$ cat src/wsrm_pkg.sv
package wsrm_pkg;

    localparam int PATTERN_MAX_DEF = 32;

    localparam logic [7:0] SYM_ANY  = 8'h2E;
    localparam logic [7:0] SYM_STAR = 8'h2A;

    typedef enum logic [1:0] {
        CMD_CLEAR  = 2'd0,
        CMD_APPEND = 2'd1,
        CMD_START  = 2'd2,
        CMD_TEXT   = 2'd3
    } cmd_t;

    // handed from one cell to the cell on its right
    typedef struct packed {
        logic       tok;
        logic       bit_new;
        logic       bit_old;
        logic       bit_prev;
        logic [7:0] sym;
        logic       sym_ok;
    } link_t;

    // broadcast from the top level to every cell
    typedef struct packed {
        logic       kill;
        logic       row_clr;
        logic       snap;
        logic       start_mode;
        logic [7:0] text;
        logic [7:0] ld_sym;
    } ctrl_t;

    function automatic logic elem_hits(input logic [7:0] elem, input logic [7:0] c);
        return (elem == SYM_ANY) || (elem == c);
    endfunction

endpackage

$ cat src/wsrm_cell.sv
module wsrm_cell (
    input  logic              aclk,
    input  logic              aresetn,
    input  wsrm_pkg::ctrl_t   ctrl,
    input  logic              load,
    input  wsrm_pkg::link_t   link_in,
    output wsrm_pkg::link_t   link_out
);

    logic       bit_reg, bit_next;
    logic       tok_reg, tok_next;
    logic       old_reg, old_next;
    logic [7:0] sym_reg, sym_next;

    logic       is_star;
    logic       hit_own;
    logic       hit_prev;
    logic       upd;

    always_comb begin
        is_star  = (sym_reg == wsrm_pkg::SYM_STAR);
        hit_own  = wsrm_pkg::elem_hits(sym_reg, ctrl.text);
        hit_prev = link_in.sym_ok && wsrm_pkg::elem_hits(link_in.sym, ctrl.text);

        if (ctrl.start_mode) begin
            upd = is_star && link_in.bit_prev;
        end else if (is_star) begin
            upd = link_in.bit_prev || (hit_prev && bit_reg);
        end else begin
            upd = link_in.bit_old && hit_own;
        end

        priority if (ctrl.row_clr) begin
            bit_next = 1'b0;
        end else if (link_in.tok) begin
            bit_next = upd;
        end else begin
            bit_next = bit_reg;
        end

        tok_next = ctrl.kill ? 1'b0 : link_in.tok;
        old_next = ctrl.snap ? bit_reg : old_reg;
        sym_next = load ? ctrl.ld_sym : sym_reg;
    end

    always_ff @(posedge aclk) begin
        if (!aresetn) begin
            bit_reg <= 1'b0;
            tok_reg <= 1'b0;
        end else begin
            bit_reg <= bit_next;
            tok_reg <= tok_next;
        end
    end

    always_ff @(posedge aclk) begin
        old_reg <= old_next;
        sym_reg <= sym_next;
    end

    always_comb begin
        link_out.tok      = tok_reg;
        link_out.bit_new  = bit_reg;
        link_out.bit_old  = old_reg;
        link_out.bit_prev = link_in.bit_new;
        link_out.sym      = sym_reg;
        link_out.sym_ok   = 1'b1;
    end

endmodule

$ cat src/wildcard_star_regex_match.sv
// clear and append items give no result
// a start or text item sweeps the cell row one column per cycle: its result is registered
// once the sweep reaches the last column and any earlier result is taken; the next item
// can be taken while that result is valid, but no text byte is taken during a sweep
// reset: pattern length zero, match row holds only the empty-prefix bit,
// pattern bytes stay undefined until appended
module wildcard_star_regex_match #(
    parameter int PATTERN_MAX = wsrm_pkg::PATTERN_MAX_DEF
) (
    input  logic       aclk,
    input  logic       aresetn,
    input  logic       s_valid,
    output logic       s_ready,
    input  logic [1:0] s_cmd,
    input  logic [7:0] s_symbol,
    output logic       m_valid,
    input  logic       m_ready,
    output logic       m_matched
);

    localparam int LW = $clog2(PATTERN_MAX + 1);

    typedef enum logic [1:0] {
        ST_IDLE = 2'b01,
        ST_BUSY = 2'b10
    } state_t;

    state_t          state_reg, state_next;
    logic [LW-1:0]   len_reg, len_next;
    logic [LW-1:0]   cnt_reg, cnt_next;
    logic            r0_reg, r0_next;
    logic            r0_old_reg, r0_old_next;
    logic            launch_reg, launch_next;
    logic            m_valid_reg, m_valid_next;
    logic            m_matched_reg, m_matched_next;
    logic [7:0]      text_reg, text_next;
    logic            mode_reg, mode_next;

    wsrm_pkg::cmd_t  cmd;
    logic            accept;
    logic            run;
    logic            edit;
    logic            done;

    wsrm_pkg::ctrl_t ctrl;
    wsrm_pkg::link_t link [0:PATTERN_MAX];
    logic [PATTERN_MAX:0] row_bits;
    logic [PATTERN_MAX:1] tok_vec;
    logic [PATTERN_MAX:1] load_vec;

    assign cmd    = wsrm_pkg::cmd_t'(s_cmd);
    assign s_ready = (state_reg == ST_IDLE);
    assign accept = s_valid && s_ready;
    assign run    = accept && ((cmd == wsrm_pkg::CMD_START) || (cmd == wsrm_pkg::CMD_TEXT));
    assign edit   = accept && ((cmd == wsrm_pkg::CMD_CLEAR) || (cmd == wsrm_pkg::CMD_APPEND));
    assign done   = (state_reg == ST_BUSY) && (cnt_reg == len_reg) && (!m_valid_reg || m_ready);

    always_comb begin
        ctrl.kill       = accept;
        ctrl.row_clr    = edit;
        ctrl.snap       = run;
        ctrl.start_mode = mode_reg;
        ctrl.text       = text_reg;
        ctrl.ld_sym     = s_symbol;
    end

    // column zero of the row
    always_comb begin
        link[0].tok      = launch_reg;
        link[0].bit_new  = r0_reg;
        link[0].bit_old  = r0_old_reg;
        link[0].bit_prev = r0_reg;
        link[0].sym      = 8'h00;
        link[0].sym_ok   = 1'b0;
    end

    assign row_bits[0] = r0_reg;

    for (genvar j = 1; j <= PATTERN_MAX; j++) begin : g_cell
        assign load_vec[j] = accept && (cmd == wsrm_pkg::CMD_APPEND) && (len_reg == LW'(j - 1));
        assign row_bits[j] = link[j].bit_new;
        assign tok_vec[j]  = link[j].tok;

        wsrm_cell u_cell (
            .aclk     (aclk),
            .aresetn  (aresetn),
            .ctrl     (ctrl),
            .load     (load_vec[j]),
            .link_in  (link[j-1]),
            .link_out (link[j])
        );
    end

    always_comb begin
        state_next     = state_reg;
        len_next       = len_reg;
        cnt_next       = cnt_reg;
        r0_next        = r0_reg;
        r0_old_next    = r0_old_reg;
        launch_next    = run;
        m_valid_next   = m_valid_reg && !m_ready;
        m_matched_next = m_matched_reg;
        text_next      = run ? s_symbol : text_reg;
        mode_next      = run ? (cmd == wsrm_pkg::CMD_START) : mode_reg;

        unique case (state_reg)
            ST_IDLE: begin
                if (edit) begin
                    r0_next = 1'b1;
                    if (cmd == wsrm_pkg::CMD_CLEAR) begin
                        len_next = '0;
                    end else if (len_reg != LW'(PATTERN_MAX)) begin
                        len_next = len_reg + LW'(1);
                    end
                end else if (run) begin
                    r0_old_next = r0_reg;
                    r0_next     = (cmd == wsrm_pkg::CMD_START);
                    cnt_next    = '0;
                    state_next  = ST_BUSY;
                end
            end
            ST_BUSY: begin
                if (cnt_reg != len_reg) begin
                    cnt_next = cnt_reg + LW'(1);
                end else if (done) begin
                    m_valid_next   = 1'b1;
                    m_matched_next = row_bits[len_reg];
                    state_next     = ST_IDLE;
                end
            end
            default: begin
                state_next = ST_IDLE;
            end
        endcase
    end

    always_ff @(posedge aclk) begin
        if (!aresetn) begin
            state_reg   <= ST_IDLE;
            len_reg     <= '0;
            cnt_reg     <= '0;
            r0_reg      <= 1'b1;
            r0_old_reg  <= 1'b1;
            launch_reg  <= 1'b0;
            m_valid_reg <= 1'b0;
        end else begin
            state_reg   <= state_next;
            len_reg     <= len_next;
            cnt_reg     <= cnt_next;
            r0_reg      <= r0_next;
            r0_old_reg  <= r0_old_next;
            launch_reg  <= launch_next;
            m_valid_reg <= m_valid_next;
        end
    end

    always_ff @(posedge aclk) begin
        m_matched_reg <= m_matched_next;
        text_reg      <= text_next;
        mode_reg      <= mode_next;
    end

    assign m_valid   = m_valid_reg;
    assign m_matched = m_matched_reg;

    // at most one sweep moves along the row
    a_one_token: assert property (@(posedge aclk) disable iff (!aresetn)
        $onehot0({tok_vec, launch_reg}))
        else $error("more than one token in the cell row");

    a_run_busy: assert property (@(posedge aclk) disable iff (!aresetn)
        run |=> (state_reg == ST_BUSY) && (cnt_reg == '0) && launch_reg)
        else $error("sweep not started after a start or text item");

    a_cnt_bound: assert property (@(posedge aclk) disable iff (!aresetn)
        (state_reg == ST_BUSY) |-> (cnt_reg <= len_reg))
        else $error("column count beyond pattern length");

    a_edit_row: assert property (@(posedge aclk) disable iff (!aresetn)
        edit |=> r0_reg && (row_bits[PATTERN_MAX:1] == '0))
        else $error("match row not reset after a pattern change");

    a_done_out: assert property (@(posedge aclk) disable iff (!aresetn)
        done |=> m_valid && (state_reg == ST_IDLE))
        else $error("finished sweep gave no result");

endmodule
$ cat config.mk
export PLATFORM = sky130hd
export DESIGN_NAME = wildcard_star_regex_match
export DESIGN_NICKNAME = d
export VERILOG_FILES = /design/src/wsrm_pkg.sv /design/src/wsrm_cell.sv /design/src/wildcard_star_regex_match.sv
export SDC_FILE = /design/constraint.sdc
export NUM_CORES = 1
export LEC_CHECK = 0
export BUFFER_PORTS_ARGS = -buffer_cell sky130_fd_sc_hd__buf_2
export CORE_MARGIN = 2
export CORE_UTILIZATION = 40
export CTS_BUF_LIST = sky130_fd_sc_hd__clkbuf_4 sky130_fd_sc_hd__clkbuf_8
export DETAILED_ROUTE_END_ITERATION = 10
export HOLD_SLACK_MARGIN = 0.12
export RECOVER_POWER = 100
export SLEW_MARGIN = 15
export SYNTH_ARGS = -nofsm -noshare
export SYNTH_HDL_FRONTEND = slang
export SYNTH_SLANG_ARGS = --single-unit
$ cat constraint.sdc
create_clock -name aclk -period 2.58 [get_ports aclk]
set_clock_uncertainty 0.1 [all_clocks]
set_input_delay 0.258 -clock aclk [delete_from_list [all_inputs] [get_ports aclk]]
set_output_delay 0.258 -clock aclk [all_outputs]
set_load 0.01 [all_outputs]
==> out/results.txt, run 1 <==
most frequent cells in the layout = edfxtp_1 (297), xnor2_1 (213), nor2_1 (87)
die width = 212 um
row count = 76
hold path depth = 3
WP data required = 2.71 ns
commonest non-fill, non-tap cell in the layout = edfxtp_1
number of flip-flops in the largest register = 256
via count = 11400
Post-synth EDFFs = 297
root buf cell = clkbuf_8
status = finished, violations left
max-capacitance violation count = 3
M1 GR Usage = 28.8%
Slew @ Worst Pin = 2.45 ns
GRT overflow = 0
period utilization = 93.8%
register area = 10500 um^2
GPL Wtd Cong = 0.814
gate count of the mapped netlist = 1360
Async SR Flop Fraction = 0%
drt first pass iters = 7
wire length per cell = 22.0 um
area of the die = 44900 um^2
max_slew headroom = -63.0%
crit-path cells = buf_4 > ha_1 > nand2_1 > buf_4 > nor2_1 > clkbuf_1
Pint = 9.92 mW
vias in the first global route = 11400
most crowded layer after global routing = met2
# clock sinks = 378
Residual DRC = 0
FF+latch count, synth = 378
ys flop type = edfxtp_1
WHS Endpoint = g_cell[1].u_cell.old_reg$_DFFE_PP_
Ant. Diodes = 0
Comb power frac = 5.1%
Worst EP arrival = 2.55 ns
Unique masters post-synth = 70
area of the multi-input gates = 6270 um^2
# IOs = 17
clock latency at the later pin of the worst-skew pair = 0.60 ns
largest net degree at the start of global routing = 39
post-CTS sizing = 0
Final Hold Vio Count = 0
RSZ-0062 raised after global routing = false
Pwr per Cell Area = 647 nW/um^2
initial antenna violation count = 1
setup slack, reg-to-reg = 0.16 ns
CTS tree = done
Final Hold Slack = 0.221 ns
share of layout cells above drive strength 1 = 12.2%
area of the core = 42900 um^2
setup_tns = 0 ns
Worst setup EP type = flip-flop
worst min-delay path category = input pin to flip-flop
dpl cell area = 18500 um^2
Max Fclk = 413 MHz
nets@finish = 1496
# H-tree levels = 3
mean post-synth cell area = 12.7 um^2
met3 usage = 4.33%
Flop pwr share = 51.9%
syn_nets = 1379
reg2reg start = len_reg[1]$_SDFFE_PN0P_
initial DRC count = 835
CP Max Fanout = 8
leakage power = 6.40 nW
Routed WL = 46.5 mm
dpl hpwl = 28.8 mm
sequential share of the synthesized area = 61.0%
global-route wire length before repair = 69.6 mm
Net Switching = 2.87 mW
final setup violation count = 0
Initial Util = 40.3%
port bufs = 16
total track usage = 21.1%
CP max stage cell = dfxtp_1
Crit Path Category = flip-flop to flip-flop
Critical Path Max Stage Delay = 0.61 ns
filler cell count = 3855
max-slew violation count = 89
final instance area = 19700 um^2
hold path startpoint = s_valid
CTS clk-pin slew, worst paths = 0.06 ns
CP startpoint kind = flip-flop
Synth-to-Final Area Change = 14.3%
vias per cell = 5.39
Syn Std Cell Area = 17300 um^2
Post-DRT Antenna Nets = 0
failing checks = capacitance limit, slew limit
yosys warns = 0
met2 Usage GRT = 33.9%
cts bufs inserted = 66
clock tree buffer depth = 3
Tmin final = 2.42 ns
RR Endpoint = g_cell[32].u_cell.sym_reg[2]$_DFFE_PP_
CP most frequent cell = buf_4
Clock Power Share = 43.1%
DIE HEIGHT = 212 um
switching portion of total power = 22.4%
maximum vdd ir drop = 0.000308 V
setup bufs post-CTS = 0
Worst R2R Path Depth = 6
## synthesized netlist by cell type (7+ instances only)
| cell type | count | area, um^2 |
|---|---|---|
| nor4_1 | 14 | 87.6 |
| buf_6 | 7 | 78.8 |
| o2bb2ai_1 | 8 | 70.1 |
| nand2_1 | 61 | 229 |
| xnor2_1 | 213 | 1870 |
| clkbuf_1 | 20 | 75.1 |
| mux4_2 | 9 | 203 |
| a211oi_1 | 8 | 60.1 |
| nor3b_1 | 30 | 225 |
| o31ai_1 | 8 | 60.1 |
| inv_1 | 38 | 143 |
| o211ai_1 | 7 | 52.6 |
| dfxtp_1 | 81 | 1620 |
| o21ai_0 | 42 | 210 |
| nand3_1 | 15 | 75.1 |
| a21oi_1 | 19 | 95.1 |
| buf_2 | 23 | 115 |
| xor2_1 | 53 | 464 |
| buf_4 | 7 | 52.6 |
| nand4_1 | 83 | 519 |
| a21boi_0 | 8 | 60.1 |
| nor2b_1 | 16 | 100 |
| nand3b_1 | 18 | 135 |
| mux2i_1 | 8 | 80.1 |
| edfxtp_1 | 297 | 8920 |
| o22ai_1 | 19 | 119 |
| and3_1 | 38 | 238 |
| a21o_1 | 7 | 52.6 |
| a211o_1 | 8 | 70.1 |
| a31oi_1 | 21 | 131 |
| nor2_1 | 87 | 327 |
| nand2b_1 | 9 | 56.3 |
## logic make-up after synthesis
kind of cell	Yosys count	share of synthesized area, %
compound gates	186	7.35
mux	18	1.70
buf+inv	97	2.73
fa+ha+maj	5	0.362
xor+xnor	266	13.5
simple gates	410	13.4
flops	378	61.0
## power by group through the flow
stage               Clock [mW]  Sequential, mW  Combinational [mW]
floorplan                    0            6.74               0.346
detailed placement           0            6.75               0.655
global route              5.88            6.63               0.689
global placement             0            6.75               0.646
CTS                       5.60            6.63               0.669
finish                    5.51            6.63               0.646
## how the worst max path moves through the flow
| stage | start | end | slack (ns) |
|---|---|---|---|
| 5_1_grt | s_cmd[1] | g_cell[17].u_cell.sym_reg[0]$_DFFE_PP_ | 0.08 |
| 2_1_floorplan | state_reg[0]$_SDFFE_PN1P_ | r0_reg$_SDFFE_PN1P_ | 0.45 |
| 3_3_place_gp | len_reg[1]$_SDFFE_PN0P_ | m_matched$_DFFE_PP_ | 0.31 |
| 4_1_cts | text_reg[4]$_DFFE_PP_ | g_cell[29].u_cell.bit_reg$_SDFFE_PP0P_ | 0.29 |
| 3_5_place_dp | len_reg[1]$_SDFFE_PN0P_ | m_matched$_DFFE_PP_ | 0.30 |
| 6_report | len_reg[1]$_SDFFE_PN0P_ | g_cell[32].u_cell.sym_reg[2]$_DFFE_PP_ | 0.16 |
## worst max-delay path, delay by kind of cell (launching register included)
kind | cells | cell delay, ns
AND/OR/NAND/NOR | 2 | 0.20
flip-flops | 1 | 0.61
adder cells (fa/ha/maj) | 1 | 0.22
buffers and inverters | 3 | 0.91
## per-stage QoR
| stage | utilization, % | setup WS (ns) | total power, mW | std cells |
|---|---|---|---|---|
| floorplan | - | 0.447 | 7.08 | 1360 |
| global placement | 43.2 | 0.313 | 7.40 | 1984 |
| detailed placement | 43.2 | 0.297 | 7.41 | 1984 |
| CTS | 46.6 | 0.286 | 12.9 | 2114 |
| global route | 46.0 | 0.0762 | 13.2 | 2114 |
| finish | 46.0 | 0.161 | 12.8 | 2114 |
## final cells by class
| class | count | share of cell area (%) |
|---|---|---|
| Clock buffer | 99 | 6.17 |
| Clock inverter | 21 | 0.596 |
| Inverter | 39 | 0.741 |
| Multi-Input combinational cell | 885 | 31.8 |
| Sequential cell | 378 | 53.4 |
| Tap cell | 585 | 3.71 |
| Timing Repair Buffer | 107 | 3.66 |
## timing repair
| action | CTS | global route |
|---|---|---|
| hold buffers | 10 | 0 |
| endpoints found under the setup margin | 0 | 0 |
| hold endpoints to repair | 106 | 0 |
## layer usage
layer	part of all wire, %	up-vias	wire, um
met2	46	370	21300
met1	45	5668	21100
met3	6.2	88	2880
met4	2.6	0	1210
met5	0	-	0
li1	-	5278	-
(Power assumes the default switching activity.)
==> run 2, diff against run 1 <==
--- a/config.mk
+++ b/config.mk
@@ -11,6 +11,7 @@
 export CTS_BUF_LIST = sky130_fd_sc_hd__clkbuf_4 sky130_fd_sc_hd__clkbuf_8
 export DETAILED_ROUTE_END_ITERATION = 10
 export HOLD_SLACK_MARGIN = 0.12
+export PLACE_DENSITY = 0.54
 export RECOVER_POWER = 100
 export SLEW_MARGIN = 15
 export SYNTH_ARGS = -nofsm -noshare
==> run 2 against run 1 <==
Against the previous run: the flow still finishes with violations (capacitance limit, slew limit); largest cell class unchanged; routed wire length decreased by 2.3%; count of clock-buffer cells in the layout decreased by 4; cell count increased by 0.14%; global-route usage decreased by 0.44 points; combinational power decreased by 3%; non-clock buffer count decreased by 3; critical endpoint is now g_cell[28].u_cell.sym_reg[4]$_DFFE_PP_; register-to-register slack improved by 0.04 ns; die area unchanged; clock power increased by 4.0%; critical path depth increased by 2.
==> out/results.txt, run 2 (same netlist as run 1, synthesis figures left out) <==
Final Hold Vio Count = 0
setup slack, reg-to-reg = 0.20 ns
Worst EP arrival = 2.53 ns
root buf cell = clkbuf_8
final setup violation count = 0
Critical Path Stages = 8
Pwr per Cell Area = 657 nW/um^2
register area = 10500 um^2
port bufs = 16
worst min-delay path category = flip-flop to flip-flop
CTS tree = done
setup_tns = 0 ns
die width = 212 um
Crit Path Category = input pin to flip-flop
Residual DRC = 0
vias in the first global route = 11300
nets@finish = 1495
via count = 11200
area of the die = 44900 um^2
dpl hpwl = 28.2 mm
share of layout cells above drive strength 1 = 13.3%
post-CTS sizing = 0
max-capacitance violation count = 6
clock latency at the later pin of the worst-skew pair = 0.61 ns
RSZ-0062 raised after global routing = false
row count = 76
Critical Path Max Stage Delay = 0.53 ns
max_slew headroom = -49.8%
WP buf/inv = 4
crit-path cells = dlygate4sd3_1 > clkbuf_1 > nand4bb_1 > nor2_1 > nand2_1 > clkbuf_2 > nor2_1 > clkbuf_1
global-route wire length before repair = 68.4 mm
initial DRC count = 898
CP Max Fanout = 8
area of the multi-input gates = 6270 um^2
Tmin final = 2.39 ns
area of the core = 42900 um^2
Slew @ Worst Pin = 2.25 ns
vias per cell = 5.31
reg2reg start = state_reg[0]$_SDFFE_PN1P_
# clock sinks = 378
most frequent cells in the layout = edfxtp_1 (297), xnor2_1 (213), nor2_1 (87)
period utilization = 92.7%
initial antenna violation count = 0
Worst R2R Path Depth = 4
largest net degree at the start of global routing = 49
Initial Util = 40.3%
Ant. Diodes = 0
drt first pass iters = 5
GRT overflow = 0
Worst setup EP type = flip-flop
CP startpoint kind = input pin
final instance area = 19800 um^2
number of flip-flops in the largest register = 256
commonest non-fill, non-tap cell in the layout = edfxtp_1
dpl cell area = 18500 um^2
CP max stage cell = dlygate4sd3_1
wire length per cell = 21.5 um
status = finished, violations left
Core Util, Final = 46.1%
GPL Wtd Cong = 0.791
leakage power = 6.46 nW
RR Endpoint = g_cell[22].u_cell.old_reg$_DFFE_PP_
Routed WL = 45.4 mm
# IOs = 17
total track usage = 20.7%
max-slew violation count = 204
CP Launch Point = s_cmd[1]
CP delay by family, top = buffers and inverters
failing checks = capacitance limit, slew limit
crit path capture = g_cell[28].u_cell.sym_reg[4]$_DFFE_PP_
cts bufs inserted = 68
Max Fclk = 418 MHz
CTS clk-pin slew, worst paths = 0.06 ns
maximum vdd ir drop = 0.000326 V
# H-tree levels = 3
Synth-to-Final Area Change = 14.4%
clock tree buffer depth = 3
DIE HEIGHT = 212 um
filler cell count = 3899
Post-DRT Antenna Nets = 0
WP data required = 2.72 ns
-- run 2: final cells by class --
| class | count | area share [%] |
|---|---|---|
| inverter | 39 | 0.740 |
| tap | 585 | 3.70 |
| clock buffer | 95 | 6.07 |
| multi-input combinational | 885 | 31.7 |
| clock inverter | 31 | 1.01 |
| timing repair buffer | 104 | 3.47 |
| sequential | 378 | 53.3 |
-- run 2: how the worst min path moves through the flow --
stage                                               from                                endpoint  slack [ns]  depth (start not counted)
floorplan                                       s_cmd[0]                     r0_reg$_SDFFE_PN1P_        0.25                          1
global placement    g_cell[31].u_cell.tok_reg$_SDFF_PP0_  g_cell[32].u_cell.bit_reg$_SDFFE_PP0P_        0.33                          1
detailed placement  g_cell[31].u_cell.tok_reg$_SDFF_PP0_  g_cell[32].u_cell.bit_reg$_SDFFE_PP0P_        0.33                          1
CTS                                          s_symbol[1]  g_cell[15].u_cell.sym_reg[1]$_DFFE_PP_        0.14                          2
global route        g_cell[31].u_cell.tok_reg$_SDFF_PP0_  g_cell[32].u_cell.bit_reg$_SDFFE_PP0P_        0.37                          1
finish              g_cell[31].u_cell.tok_reg$_SDFF_PP0_  g_cell[32].u_cell.bit_reg$_SDFFE_PP0P_        0.33                          1
-- run 2: per-stage QoR --
stage / power (mW) / hold slack [ns] / worst slack, ns / cells
after global placement: 7.39 / 0.329 / 0.290 / 1984
final: 13.0 / 0.331 / 0.190 / 2117
after global routing: 13.4 / 0.368 / 0.0466 / 2117
after detailed placement: 7.39 / 0.328 / 0.244 / 1984
after CTS: 13.2 / 0.144 / 0.204 / 2117
after floorplan: 7.08 / 0.247 / 0.447 / 1360
-- run 2: power breakdown --
part	internal [mW]	total, mW	switching [mW]
clock	3.22	5.73	2.50
combinational	0.196	0.629	0.433
sequential	6.61	6.63	0.0236
total	10.0	13.0	2.96
-- run 2: worst reg2reg max path, stage by stage, from the launching register on --
cell and delay, ns:
dfxtp_1 0.37, nor2b_1 0.27, nand3_1 0.13, inv_1 0.59
clkbuf_4 0.55
-- run 2: timing repair --
action / 4_1_cts / 5_1_grt
hold endpoints to repair: 67 / 0
setup buffers: 0 / 0
hold buffers: 7 / 0
-- run 2: layer usage --
metal  vias to the layer above  share of wire, %  global-route usage (%)  wire length, um
met5                         -                 0                       0                0
met4                         0               2.8                    7.43             1290
met3                        92               4.8                    3.71             2170
met2                       282                45                    32.6            20600
met1                      5571                47                    28.7            21400
li1                       5290                 -                       -                -
